## src/hdl/lbps_pkg.sv

```systemverilog
// types and constants shared by the led blink pattern sequencer
`timescale 1ns / 1ps
`default_nettype none

package lbps_pkg;

    localparam int ADDR_W     = 5;
    localparam int DATA_W     = 32;
    localparam int REG_IDX_W  = 3;
    localparam int REG_STEPS  = 4;
    localparam int CFG_TIME_W = 16;
    localparam int COUNT_W    = 3;

    localparam logic [COUNT_W-1:0]    STEP_COUNT_RST   = 3'd2;
    localparam logic [REG_STEPS-1:0]  STEP_LEVELS_RST  = 4'd0;
    localparam logic [CFG_TIME_W-1:0] DEFAULT_TIME     = 16'd500;
    localparam logic                  INVERT_RST       = 1'b1;

    typedef enum logic [REG_IDX_W-1:0] {
        REG_STEP_COUNT  = 3'd0,
        REG_STEP_LEVELS = 3'd1,
        REG_STEP_TIME_0 = 3'd2,
        REG_STEP_TIME_1 = 3'd3,
        REG_STEP_TIME_2 = 3'd4,
        REG_STEP_TIME_3 = 3'd5,
        REG_INVERT      = 3'd6
    } reg_idx_t;

    typedef enum logic [1:0] {
        OP_TICK    = 2'd0,
        OP_MANUAL  = 2'd1,
        OP_RELEASE = 2'd2,
        OP_RESTART = 2'd3
    } op_t;

    typedef struct packed {
        op_t  operation;
        logic manual_level;
    } in_t;

    typedef struct packed {
        logic       pin_level;
        logic [1:0] current_step;
    } out_t;

    typedef struct packed {
        logic [COUNT_W-1:0]                     step_count;
        logic [REG_STEPS-1:0]                   step_levels;
        logic [REG_STEPS-1:0][CFG_TIME_W-1:0]   step_time;
        logic                                   invert_output;
    } cfg_t;

endpackage

`default_nettype wire

```

## src/hdl/lbps_regs.sv

```systemverilog
// apb configuration registers of the led blink pattern sequencer
`timescale 1ns / 1ps
`default_nettype none

module lbps_regs (
    input  wire logic                          aclk,
    input  wire logic                          aresetn,
    input  wire logic                          psel,
    input  wire logic                          penable,
    input  wire logic                          pwrite,
    input  wire logic [lbps_pkg::ADDR_W-1:0]   paddr,
    input  wire logic [lbps_pkg::DATA_W-1:0]   pwdata,
    output logic      [lbps_pkg::DATA_W-1:0]   prdata,
    output logic                               pready,
    output lbps_pkg::cfg_t                     cfg
);

    lbps_pkg::cfg_t               cfg_reg;
    lbps_pkg::reg_idx_t           idx;
    logic                         wr_en;

    assign idx    = lbps_pkg::reg_idx_t'(paddr[lbps_pkg::ADDR_W-1:2]);
    assign wr_en  = psel && penable && pwrite;
    assign pready = 1'b1;
    assign cfg    = cfg_reg;

    always_ff @(posedge aclk) begin
        if (!aresetn) begin
            cfg_reg.step_count    <= lbps_pkg::STEP_COUNT_RST;
            cfg_reg.step_levels   <= lbps_pkg::STEP_LEVELS_RST;
            for (int k = 0; k < lbps_pkg::REG_STEPS; k++) begin
                cfg_reg.step_time[k] <= lbps_pkg::DEFAULT_TIME;
            end
            cfg_reg.invert_output <= lbps_pkg::INVERT_RST;
        end else if (wr_en) begin
            case (idx)
                lbps_pkg::REG_STEP_COUNT: begin
                    cfg_reg.step_count <= pwdata[lbps_pkg::COUNT_W-1:0];
                end
                lbps_pkg::REG_STEP_LEVELS: begin
                    cfg_reg.step_levels <= pwdata[lbps_pkg::REG_STEPS-1:0];
                end
                lbps_pkg::REG_STEP_TIME_0: begin
                    cfg_reg.step_time[0] <= pwdata[lbps_pkg::CFG_TIME_W-1:0];
                end
                lbps_pkg::REG_STEP_TIME_1: begin
                    cfg_reg.step_time[1] <= pwdata[lbps_pkg::CFG_TIME_W-1:0];
                end
                lbps_pkg::REG_STEP_TIME_2: begin
                    cfg_reg.step_time[2] <= pwdata[lbps_pkg::CFG_TIME_W-1:0];
                end
                lbps_pkg::REG_STEP_TIME_3: begin
                    cfg_reg.step_time[3] <= pwdata[lbps_pkg::CFG_TIME_W-1:0];
                end
                lbps_pkg::REG_INVERT: begin
                    cfg_reg.invert_output <= pwdata[0];
                end
                default: begin
                end
            endcase
        end
    end

    always_comb begin
        prdata = '0;
        case (idx)
            lbps_pkg::REG_STEP_COUNT: begin
                prdata = lbps_pkg::DATA_W'(cfg_reg.step_count);
            end
            lbps_pkg::REG_STEP_LEVELS: begin
                prdata = lbps_pkg::DATA_W'(cfg_reg.step_levels);
            end
            lbps_pkg::REG_STEP_TIME_0: begin
                prdata = lbps_pkg::DATA_W'(cfg_reg.step_time[0]);
            end
            lbps_pkg::REG_STEP_TIME_1: begin
                prdata = lbps_pkg::DATA_W'(cfg_reg.step_time[1]);
            end
            lbps_pkg::REG_STEP_TIME_2: begin
                prdata = lbps_pkg::DATA_W'(cfg_reg.step_time[2]);
            end
            lbps_pkg::REG_STEP_TIME_3: begin
                prdata = lbps_pkg::DATA_W'(cfg_reg.step_time[3]);
            end
            lbps_pkg::REG_INVERT: begin
                prdata = lbps_pkg::DATA_W'(cfg_reg.invert_output);
            end
            default: begin
                prdata = '0;
            end
        endcase
    end

endmodule

`default_nettype wire

```

## src/hdl/led_blink_pattern_sequencer_unit.sv

```systemverilog
// a word's result is in the output register in the cycle after it is accepted
// one word per cycle while the receiver holds m_ready high, the output register is refilled as it drains
// the sequencer state and output register update in a single pass at accept
// reset: step index 0, countdown 0 so the first tick fires, auto mode,
// pin at the led off level, configuration at its reset values
`timescale 1ns / 1ps
`default_nettype none

module led_blink_pattern_sequencer_unit #(
    parameter int MAX_STEPS  = 4,
    parameter int TIME_WIDTH = 16
) (
    input  wire logic                          aclk,
    input  wire logic                          aresetn,
    input  wire logic                          psel,
    input  wire logic                          penable,
    input  wire logic                          pwrite,
    input  wire logic [lbps_pkg::ADDR_W-1:0]   paddr,
    input  wire logic [lbps_pkg::DATA_W-1:0]   pwdata,
    output logic      [lbps_pkg::DATA_W-1:0]   prdata,
    output logic                               pready,
    input  wire logic                          s_valid,
    output logic                               s_ready,
    input  wire lbps_pkg::in_t                 s_data,
    output logic                               m_valid,
    input  wire logic                          m_ready,
    output lbps_pkg::out_t                     m_data
);

    localparam int IDX_W = $clog2(MAX_STEPS);
    localparam int CNT_W = $clog2(MAX_STEPS + 1);

    lbps_pkg::cfg_t          cfg;
    logic [TIME_WIDTH-1:0]   time_vec [MAX_STEPS];
    logic [MAX_STEPS-1:0]    level_vec;

    logic [IDX_W-1:0]        step_index_reg, step_index_next;
    logic [TIME_WIDTH-1:0]   ticks_left_reg, ticks_left_next;
    logic                    manual_mode_reg, manual_mode_next;
    logic                    restart_pending_reg, restart_pending_next;
    logic                    pin_reg, pin_next;
    logic                    m_valid_reg;
    lbps_pkg::out_t          m_data_reg;

    logic [CNT_W-1:0]        eff_cnt;
    logic [IDX_W-1:0]        fire_idx;
    logic [CNT_W-1:0]        idx_inc;
    logic [TIME_WIDTH-1:0]   fire_time;
    logic                    accept;

    lbps_regs u_regs (
        .aclk    (aclk),
        .aresetn (aresetn),
        .psel    (psel),
        .penable (penable),
        .pwrite  (pwrite),
        .paddr   (paddr),
        .pwdata  (pwdata),
        .prdata  (prdata),
        .pready  (pready),
        .cfg     (cfg)
    );

    // step table, steps past the register set stay off at the default time
    for (genvar k = 0; k < MAX_STEPS; k++) begin : g_step
        if (k < lbps_pkg::REG_STEPS) begin : g_cfg
            assign level_vec[k] = cfg.step_levels[k];
            assign time_vec[k]  = TIME_WIDTH'(cfg.step_time[k]);
        end else begin : g_fixed
            assign level_vec[k] = 1'b0;
            assign time_vec[k]  = TIME_WIDTH'(lbps_pkg::DEFAULT_TIME);
        end
    end

    assign accept  = s_valid && s_ready;
    assign s_ready = !m_valid_reg || m_ready;
    assign m_valid = m_valid_reg;
    assign m_data  = m_data_reg;

    always_comb begin
        if (cfg.step_count == '0) begin
            eff_cnt = CNT_W'(1);
        end else if (int'(cfg.step_count) > MAX_STEPS) begin
            eff_cnt = CNT_W'(MAX_STEPS);
        end else begin
            eff_cnt = CNT_W'(cfg.step_count);
        end

        fire_idx = restart_pending_reg ? '0 : step_index_reg;
        if (CNT_W'(fire_idx) >= eff_cnt) begin
            fire_idx = '0;
        end
        fire_time = time_vec[fire_idx];
        idx_inc   = CNT_W'(fire_idx) + CNT_W'(1);
    end

    always_comb begin
        step_index_next      = step_index_reg;
        ticks_left_next      = ticks_left_reg;
        manual_mode_next     = manual_mode_reg;
        restart_pending_next = restart_pending_reg;
        pin_next             = pin_reg;
        case (s_data.operation)
            lbps_pkg::OP_TICK: begin
                if (ticks_left_reg == '0) begin
                    restart_pending_next = 1'b0;
                    if (!manual_mode_reg) begin
                        pin_next = level_vec[fire_idx] ^ cfg.invert_output;
                    end
                    ticks_left_next = (fire_time == '0) ? '0 : fire_time - 1'b1;
                    step_index_next = (idx_inc >= eff_cnt) ? '0 : idx_inc[IDX_W-1:0];
                end else begin
                    ticks_left_next = ticks_left_reg - 1'b1;
                end
            end
            lbps_pkg::OP_MANUAL: begin
                manual_mode_next = 1'b1;
                pin_next         = s_data.manual_level ^ cfg.invert_output;
            end
            lbps_pkg::OP_RELEASE: begin
                manual_mode_next = 1'b0;
            end
            lbps_pkg::OP_RESTART: begin
                restart_pending_next = 1'b1;
            end
            default: begin
            end
        endcase
    end

    always_ff @(posedge aclk) begin
        if (!aresetn) begin
            step_index_reg      <= '0;
            ticks_left_reg      <= '0;
            manual_mode_reg     <= 1'b0;
            restart_pending_reg <= 1'b0;
            pin_reg             <= lbps_pkg::INVERT_RST;
            m_valid_reg         <= 1'b0;
        end else begin
            if (accept) begin
                step_index_reg      <= step_index_next;
                ticks_left_reg      <= ticks_left_next;
                manual_mode_reg     <= manual_mode_next;
                restart_pending_reg <= restart_pending_next;
                pin_reg             <= pin_next;
                m_valid_reg         <= 1'b1;
            end else if (m_ready) begin
                m_valid_reg <= 1'b0;
            end
        end
    end

    // result word register
    always_ff @(posedge aclk) begin
        if (accept) begin
            m_data_reg.pin_level    <= pin_next;
            m_data_reg.current_step <= restart_pending_next ? 2'd0 : 2'(step_index_next);
        end
    end

endmodule

`default_nettype wire

```

## config.mk

```make
export PLATFORM = sky130hd
export DESIGN_NAME = led_blink_pattern_sequencer_unit
export DESIGN_NICKNAME = d
export VERILOG_FILES = /design/src/hdl/lbps_pkg.sv /design/src/hdl/lbps_regs.sv /design/src/hdl/led_blink_pattern_sequencer_unit.sv
export SDC_FILE = /design/constraint.sdc
export NUM_CORES = 1
export LEC_CHECK = 0
export ABC_AREA = 1
export ABC_CLOCK_PERIOD_IN_PS = 4600
export BUFFER_PORTS_ARGS = -buffer_cell sky130_fd_sc_hd__buf_2
export CAP_MARGIN = 10
export CORE_MARGIN = 2
export CORE_UTILIZATION = 59
export DETAILED_ROUTE_END_ITERATION = 10
export PLACE_DENSITY = 0.79
export SLEW_MARGIN = 20
export SYNTH_ARGS = -nofsm -noshare
export SYNTH_HDL_FRONTEND = slang
export SYNTH_HIERARCHICAL = 1
export SYNTH_SLANG_ARGS = --single-unit
```

## constraint.sdc

```tcl
create_clock -name aclk -period 4.6 [get_ports aclk]
set_input_delay 0.92 -clock aclk [delete_from_list [all_inputs] [get_ports aclk]]
set_output_delay 0.92 -clock aclk [all_outputs]
set_load 0.01 [all_outputs]
```

# == Word level (Yosys, flattened, before mapping) ==
# Cells that the tools add are included.
# word_totals
ff_bits,97
latchBits,0
mem_bits_rw,0
rom_bits,0
inputBits,47
out_inout_bits,38
wordCells,79
n_memories,0
# classes
n_addsub,3
n_mul,0
n_div,0
n_lt_le_gt_ge,5
n_eq_ne,9
shift,0
n_mux,23
bitwise,3
n_reduce_logical,21
# ops
operator,count
$pmux W16 S7,1
$mux W16,4
$bmux W16 S2,1
$logic_not A16 Y1,2
$sub A16 B1 Y16 const B,2
$reduce_and A2 Y1,9
$mux W2,5
$eq A3 B3 Y1 const B,3
$eq A3 B2 Y1 const B,2
$logic_not A3 Y1,2
$mux W1,6
$mux W3,2
$pmux W1 S2,3
$eq A2 B2 Y1 const B,2
$reduce_bool A2 Y1,2
$add A2 B1 Y3 const B,1
$eq A3 B1 Y1 const B,1
$ge A2 B3 Y1,1
$ge A3 B3 Y1,1
$ge A3 B3 Y1 const B,1
$gt A3 B3 Y1 const B,1
$logic_and A1 B1 Y1,3
$lt A2 B3 Y1 const B,1
$not A2 Y3,1
6 further kinds,7

# == Logic depth before layout (Yosys ltp) ==
# logic_depth
word_depth,12
depth_mapped,24
depth_no_buf,22

# == Hierarchy ==
# Netlist, hierarchy kept.
# modules_own_cells
mod,n_inst,cells_per_inst,area_per_inst_um2,seq_area_each_um2
lbps_regs,1,537,3658.5,1441.4
led_blink_pattern_sequencer_unit,1,568,3423.3,530.5

# == Worst setup path before layout ==
# Ideal clock, no wire load.
# synth_timing
path_type,flip-flop to flip-flop
startpoint,reg step_index_reg[0]
endpoint,"reg m_data_reg (netlist bit m_data[1]), data pin"
setup_time_ns,0.261
arrival_ns,2.775
t_required_ns,4.339
path_slack_ns,1.564
stages_incl_launch_ff,22
path_buffers,3
period_less_slack_ns,3.036
cell_sequence,dfxtp_1 inv_2 nor2_4 inv_1 buf_2 ha_1 inv_1 nand2_1 nand2_1 nand2_2 nand2_4 nand2_4 inv_2 buf_6 buf_6 ha_1 ha_1 nand2_1 o211ai_1 nor3_1 a21oi_1 nor2_1
# synth_via
elab_chain_cells,8
# synth_rtl
item,line_no,rtl
from (decl),led_blink_pattern_sequencer_unit.sv:37,"logic [IDX_W-1:0] step_index_reg, step_index_next;"
from (signal assigned),led_blink_pattern_sequencer_unit.sv:141,step_index_reg <= step_index_next;
$mux W2 *,led_blink_pattern_sequencer_unit.sv:89,fire_idx = restart_pending_reg ? '0 : step_index_reg;
$ge A2 B3 Y1,led_blink_pattern_sequencer_unit.sv:90,if (CNT_W'(fire_idx) >= eff_cnt) begin
$mux W2 *,led_blink_pattern_sequencer_unit.sv:90,
$add A2 B1 Y3 *,led_blink_pattern_sequencer_unit.sv:94,idx_inc = CNT_W'(fire_idx) + CNT_W'(1);
$ge A3 B3 Y1,led_blink_pattern_sequencer_unit.sv:111,step_index_next = (idx_inc >= eff_cnt) ? '0 : idx_inc[IDX_W-1:0];
$mux W2 *,led_blink_pattern_sequencer_unit.sv:111,
$mux W2 *,led_blink_pattern_sequencer_unit.sv:105,if (ticks_left_reg == '0) begin
$mux W2 *,led_blink_pattern_sequencer_unit.sv:103,case (s_data.operation)
to (decl),led_blink_pattern_sequencer_unit.sv:43,lbps_pkg::out_t m_data_reg;
# Mark *: on every way between the ends. The rest lies on a longest branch, timed or not.
# A chain may end at the register's enable or synchronous reset.

# == Worst setup path in the final report ==
# layout_timing
startpoint,reg u_regs.cfg_reg (netlist bit u_regs/cfg[69])
endpoint,reg ticks_left_reg[6]
# layout_via
elab_chain_cells,12
word_cells_on_any_way,14
classes_between,1 x add/sub; 2 x order compare; 8 x mux; 1 x bitwise; 2 x reduce/logical
# layout_rtl
item,line_no,rtl
from (decl),lbps_regs.sv:18,lbps_pkg::cfg_t cfg_reg;
$gt A3 B3 Y1,led_blink_pattern_sequencer_unit.sv:83,end else if (int'(cfg.step_count) > MAX_STEPS) begin
$mux W3,led_blink_pattern_sequencer_unit.sv:83,
$mux W3 *,led_blink_pattern_sequencer_unit.sv:81,if (cfg.step_count == '0) begin
$ge A2 B3 Y1 *,led_blink_pattern_sequencer_unit.sv:90,
$mux W2 *,led_blink_pattern_sequencer_unit.sv:90,
$not A2 Y3 (implied by the code) *,led_blink_pattern_sequencer_unit.sv:93,fire_time = time_vec[fire_idx];
$bmux W16 S2 *,led_blink_pattern_sequencer_unit.sv:93,
$mux W16 (implied by the code) * (2 in series),led_blink_pattern_sequencer_unit.sv:93,
$sub A16 B1 Y16 / $logic_not A16 Y1 (equally long branches),led_blink_pattern_sequencer_unit.sv:110,ticks_left_next = (fire_time == '0) ? '0 : fire_time - 1'b1;
$mux W16 *,led_blink_pattern_sequencer_unit.sv:110,
$mux W16 *,led_blink_pattern_sequencer_unit.sv:105,
to (signal assigned),led_blink_pattern_sequencer_unit.sv:142,ticks_left_reg <= ticks_left_next;
to (decl),led_blink_pattern_sequencer_unit.sv:38,"logic [TIME_WIDTH-1:0] ticks_left_reg, ticks_left_next;"
# Mark *: on every way between the ends. The rest lies on a longest branch, timed or not. The select of a mux whose other input is x is not followed.

==> summary.md <==
| Metric | Value |
|---|---|
| Outcome | complete, no violations |
| # clock sinks | slightly below 100 |
| Crit path cell chain | inv_1, a21oi_1, ha_1, inv_1, nand2_1, nand2_1, nand2_2, nand2_4, nand2_4, inv_2, nand2_1, nand2_2, ha_1, nand3_2, nor2_4, nand3_4, nor2_4, nor2_4, o21ai_0, a21oi_1 |
| Clock Tree Root | clkbuf_16 |
| Hold Path End | manual_mode_reg |
| Full die area | 12900 sq um |
| Data required, critical path | around 4800 ps |
| Port-buffer cells | 49 |
| Top Ports | 85 |
| Synth cell types | 42 |
| Post-synth top area share | 26.6% |
| Clk slew on worst S/H paths | about 70 ps |
| Headroom to the max-slew limit | roughly a quarter |
| Class of the tightest hold or removal check | flip-flop to flip-flop |
| Top cells by area, synth | dfxtp_1 27%, nand2_1 19%, nand3_1 8.3% |
| Max-cap viol count | 0 |
| Synth Register Bits | 97 |
| Reg-to-reg endpoint | ticks_left_reg[6] |
| Max FFs per register | 72 |
| Initial DRC count | 726 |
| Prevailing post-synth register cell | dfxtp_1 |
| Die Y | approximately 110 microns |
| Via count | 6909 |
| Kind of critical path | flip-flop to flip-flop |
| Final period utilization | about four fifths |
| Gates resized, CTS repair | 0 |
| Worst reg2reg startpoint | u_regs/cfg[69] |
| Detailed-route wire length | 18.3 mm |
| Final setup vio count | 0 |
| Detail Placement HPWL | 12.4 mm |
| Clock Latency Late Sink | 360 ps |
| First-pass GRT wire length | 30.1 mm |
| Critical Path Start Type | flip-flop |
| Mapped cell area | 7080 sq um |
| Post-Synthesis Cells | 1105 |
| Top cells by count, synth | 351 x nand2_1, 148 x nor2_1, 118 x nand3_1, 94 x dfxtp_1, 79 x inv_1 |
| Hold path startpoint | manual_mode_reg |
| Total power draw | 2.14 mW |
| Setup Skew | 7.88 ps |
| Core Util, Final | about 62% |
| Vias in the first global route | 6098 |
| Largest net degree at the start of global routing | 62 |
| Met3 Wirelength | ~1.3 mm |
| Met1 Routed Length | 8.24 mm |
| # H-tree levels | 3 |
| Hold-fix buffers, CTS | 0 |
| First-pass DRT Iterations | 5 |
| Post-layout min period | 3720 ps |
| Final setup TNS | 0 ps |
| FP Rows | 40 |
| CP max FO | 30 |
| Final net count | 1179 |
| Antenna-violating nets left | 0 |
| CORE AREA | 11900 sq um |
| Post-CTS setup buffer count | 0 |
| R2R setup slack | 880 ps |
| TritonCTS buffer count | 9 |
| WP data arrival | 3960 ps |
| RSZ-0062 raised after global routing | no |
| Slowest stage cell, crit path | inv_2 |
| VDD IR max | 0.183 mV |
| WL/cell | 14.4 microns |
| Least-Margin Pin Slew | 1110 ps |
| CP max stage delay | 400 ps |
| PwrDens | 290 nW/um^2 |
| CTS tree | yes |
| N_diodes | 0 |
| WHS Path Cells | 2 |
| EDFF count, synth | 3 |
| Endpoints failing hold | 0 |
| Area Growth Syn to Fin | 4.29% |
| GPL Wtd Cong | about 0.87 |
| GRT Overall Usage | slightly below 30% |
| Avg Cell Area, Syn | approximately 6.4 sq um |
| Initial Util | about three fifths |
| Max Slew Vio Count | 0 |
| Crit. End Element | flip-flop |
| Via density | 5.43 |
| Die width | 114 microns |
| Leakage | 3.54 nW |
| Ys async rst share | 0% |
| Post-synthesis sequential area ratio | 27.8% |
| Share of layout cells above drive strength 1 | between 10% and 20% |
| Most frequent cell after synthesis | nand2_1 |
| # DRC | 0 |
| Initial antenna violation count | 0 |
| Dominant cell type by area after synthesis | dfxtp_1 |
| YS warnings | 6 |
| Clk buf depth | 2 |
| Max layer used | met4 |
| Grt ovf | 0 |
| Worst R2R Path Depth | 20 |
| Wire length on met2 | 8.36 mm |
| FMAX | 0.269 GHz |
[routing by layer]
layer,up-vias,GRT usage [%]
met5,-,0
met4,0,11.6
met3,35,4.20
met2,263,47.9
met1,3077,38.7
li1,3534,-
[layout by cell type, fill, tap and decap left out, types with 9 or more instances in the layout]
| cell type | synthesis | routed |
|---|---|---|
| buf_2 | 6 | 49 |
| nor2_1 | 148 | 148 |
| nand3_1 | 118 | 118 |
| dfxtp_1 | 94 | 94 |
| o21ai_0 | 35 | 35 |
| conb_1 | 2 | 17 |
| nor2_4 | 16 | 16 |
| nand3_2 | 16 | 16 |
| buf_4 | 27 | 9 |
| clkbuf_16 | 0 | 9 |
| a21oi_1 | 27 | 27 |
| nand2_2 | 29 | 29 |
| nand2_1 | 351 | 351 |
| nand4_1 | 37 | 37 |
| inv_1 | 79 | 79 |
| a21oi_2 | 12 | 12 |
| ha_1 | 12 | 12 |
[worst max-delay path by stage]
stage,endpoint,depth (start not counted),startpoint,slack (ps)
after floorplan,m_data[1],21,step_index_reg[0],1560
after global placement,ticks_left_reg[6],20,u_regs/cfg[69],960
after detailed placement,ticks_left_reg[6],20,u_regs/cfg[69],890
after CTS,ticks_left_reg[6],20,u_regs/cfg[69],860
after global routing,ticks_left_reg[6],19,u_regs/cfg[69],610
final,ticks_left_reg[6],20,u_regs/cfg[69],880
[critical path: cells and delay by family (launching register included)]
family          cells  cell delay, ps
compound gates      3             470
fa+ha+maj           2             590
buf+inv             3             520
flops               1             380
simple gates       12            1610
[power breakdown]
part / switching (mW) / leakage [nW] / total [mW] / internal (mW)
sequential: 0.0195 / 0.792 / 0.887 / 0.867
combinational: 0.346 / 2.60 / 0.498 / 0.153
clock: 0.336 / 0.144 / 0.758 / 0.421
total: 0.702 / 3.54 / 2.14 / 1.44
[metrics by stage]
step	area, sq um	cells	worst slack, ps	hold WS [ps]
floorplan	7140	1120	1560	438
global placement	7100	1256	965	461
detailed placement	7100	1256	889	465
CTS	7390	1272	861	482
global route	7390	1272	608	507
finish	7390	1272	878	484
[cells by family after synthesis]
logic type / synth area share (%)
and+or+nand+nor: 49.3
buffers and inverters: 12.2
DFF: 27.8
AOI/OAI and AO/OA: 6.93
xor gates and xnor gates: 1.48
adders and majority gates: 2.12
other: 0.106
[layout make-up]
| cell class | instances | area, sq um |
|---|---|---|
| inverters | 86 | 327 |
| well taps | 147 | 184 |
| multi-input cells | 868 | 4300 |
| repair buffers | 58 | 313 |
| flip-flops and latches | 97 | 1970 |
| clock inverters | 5 | 55.1 |
| clock buffers | 11 | 233 |
| fillers | 1148 | 4480 |
Note: power is estimated with default switching activity, not from simulation.
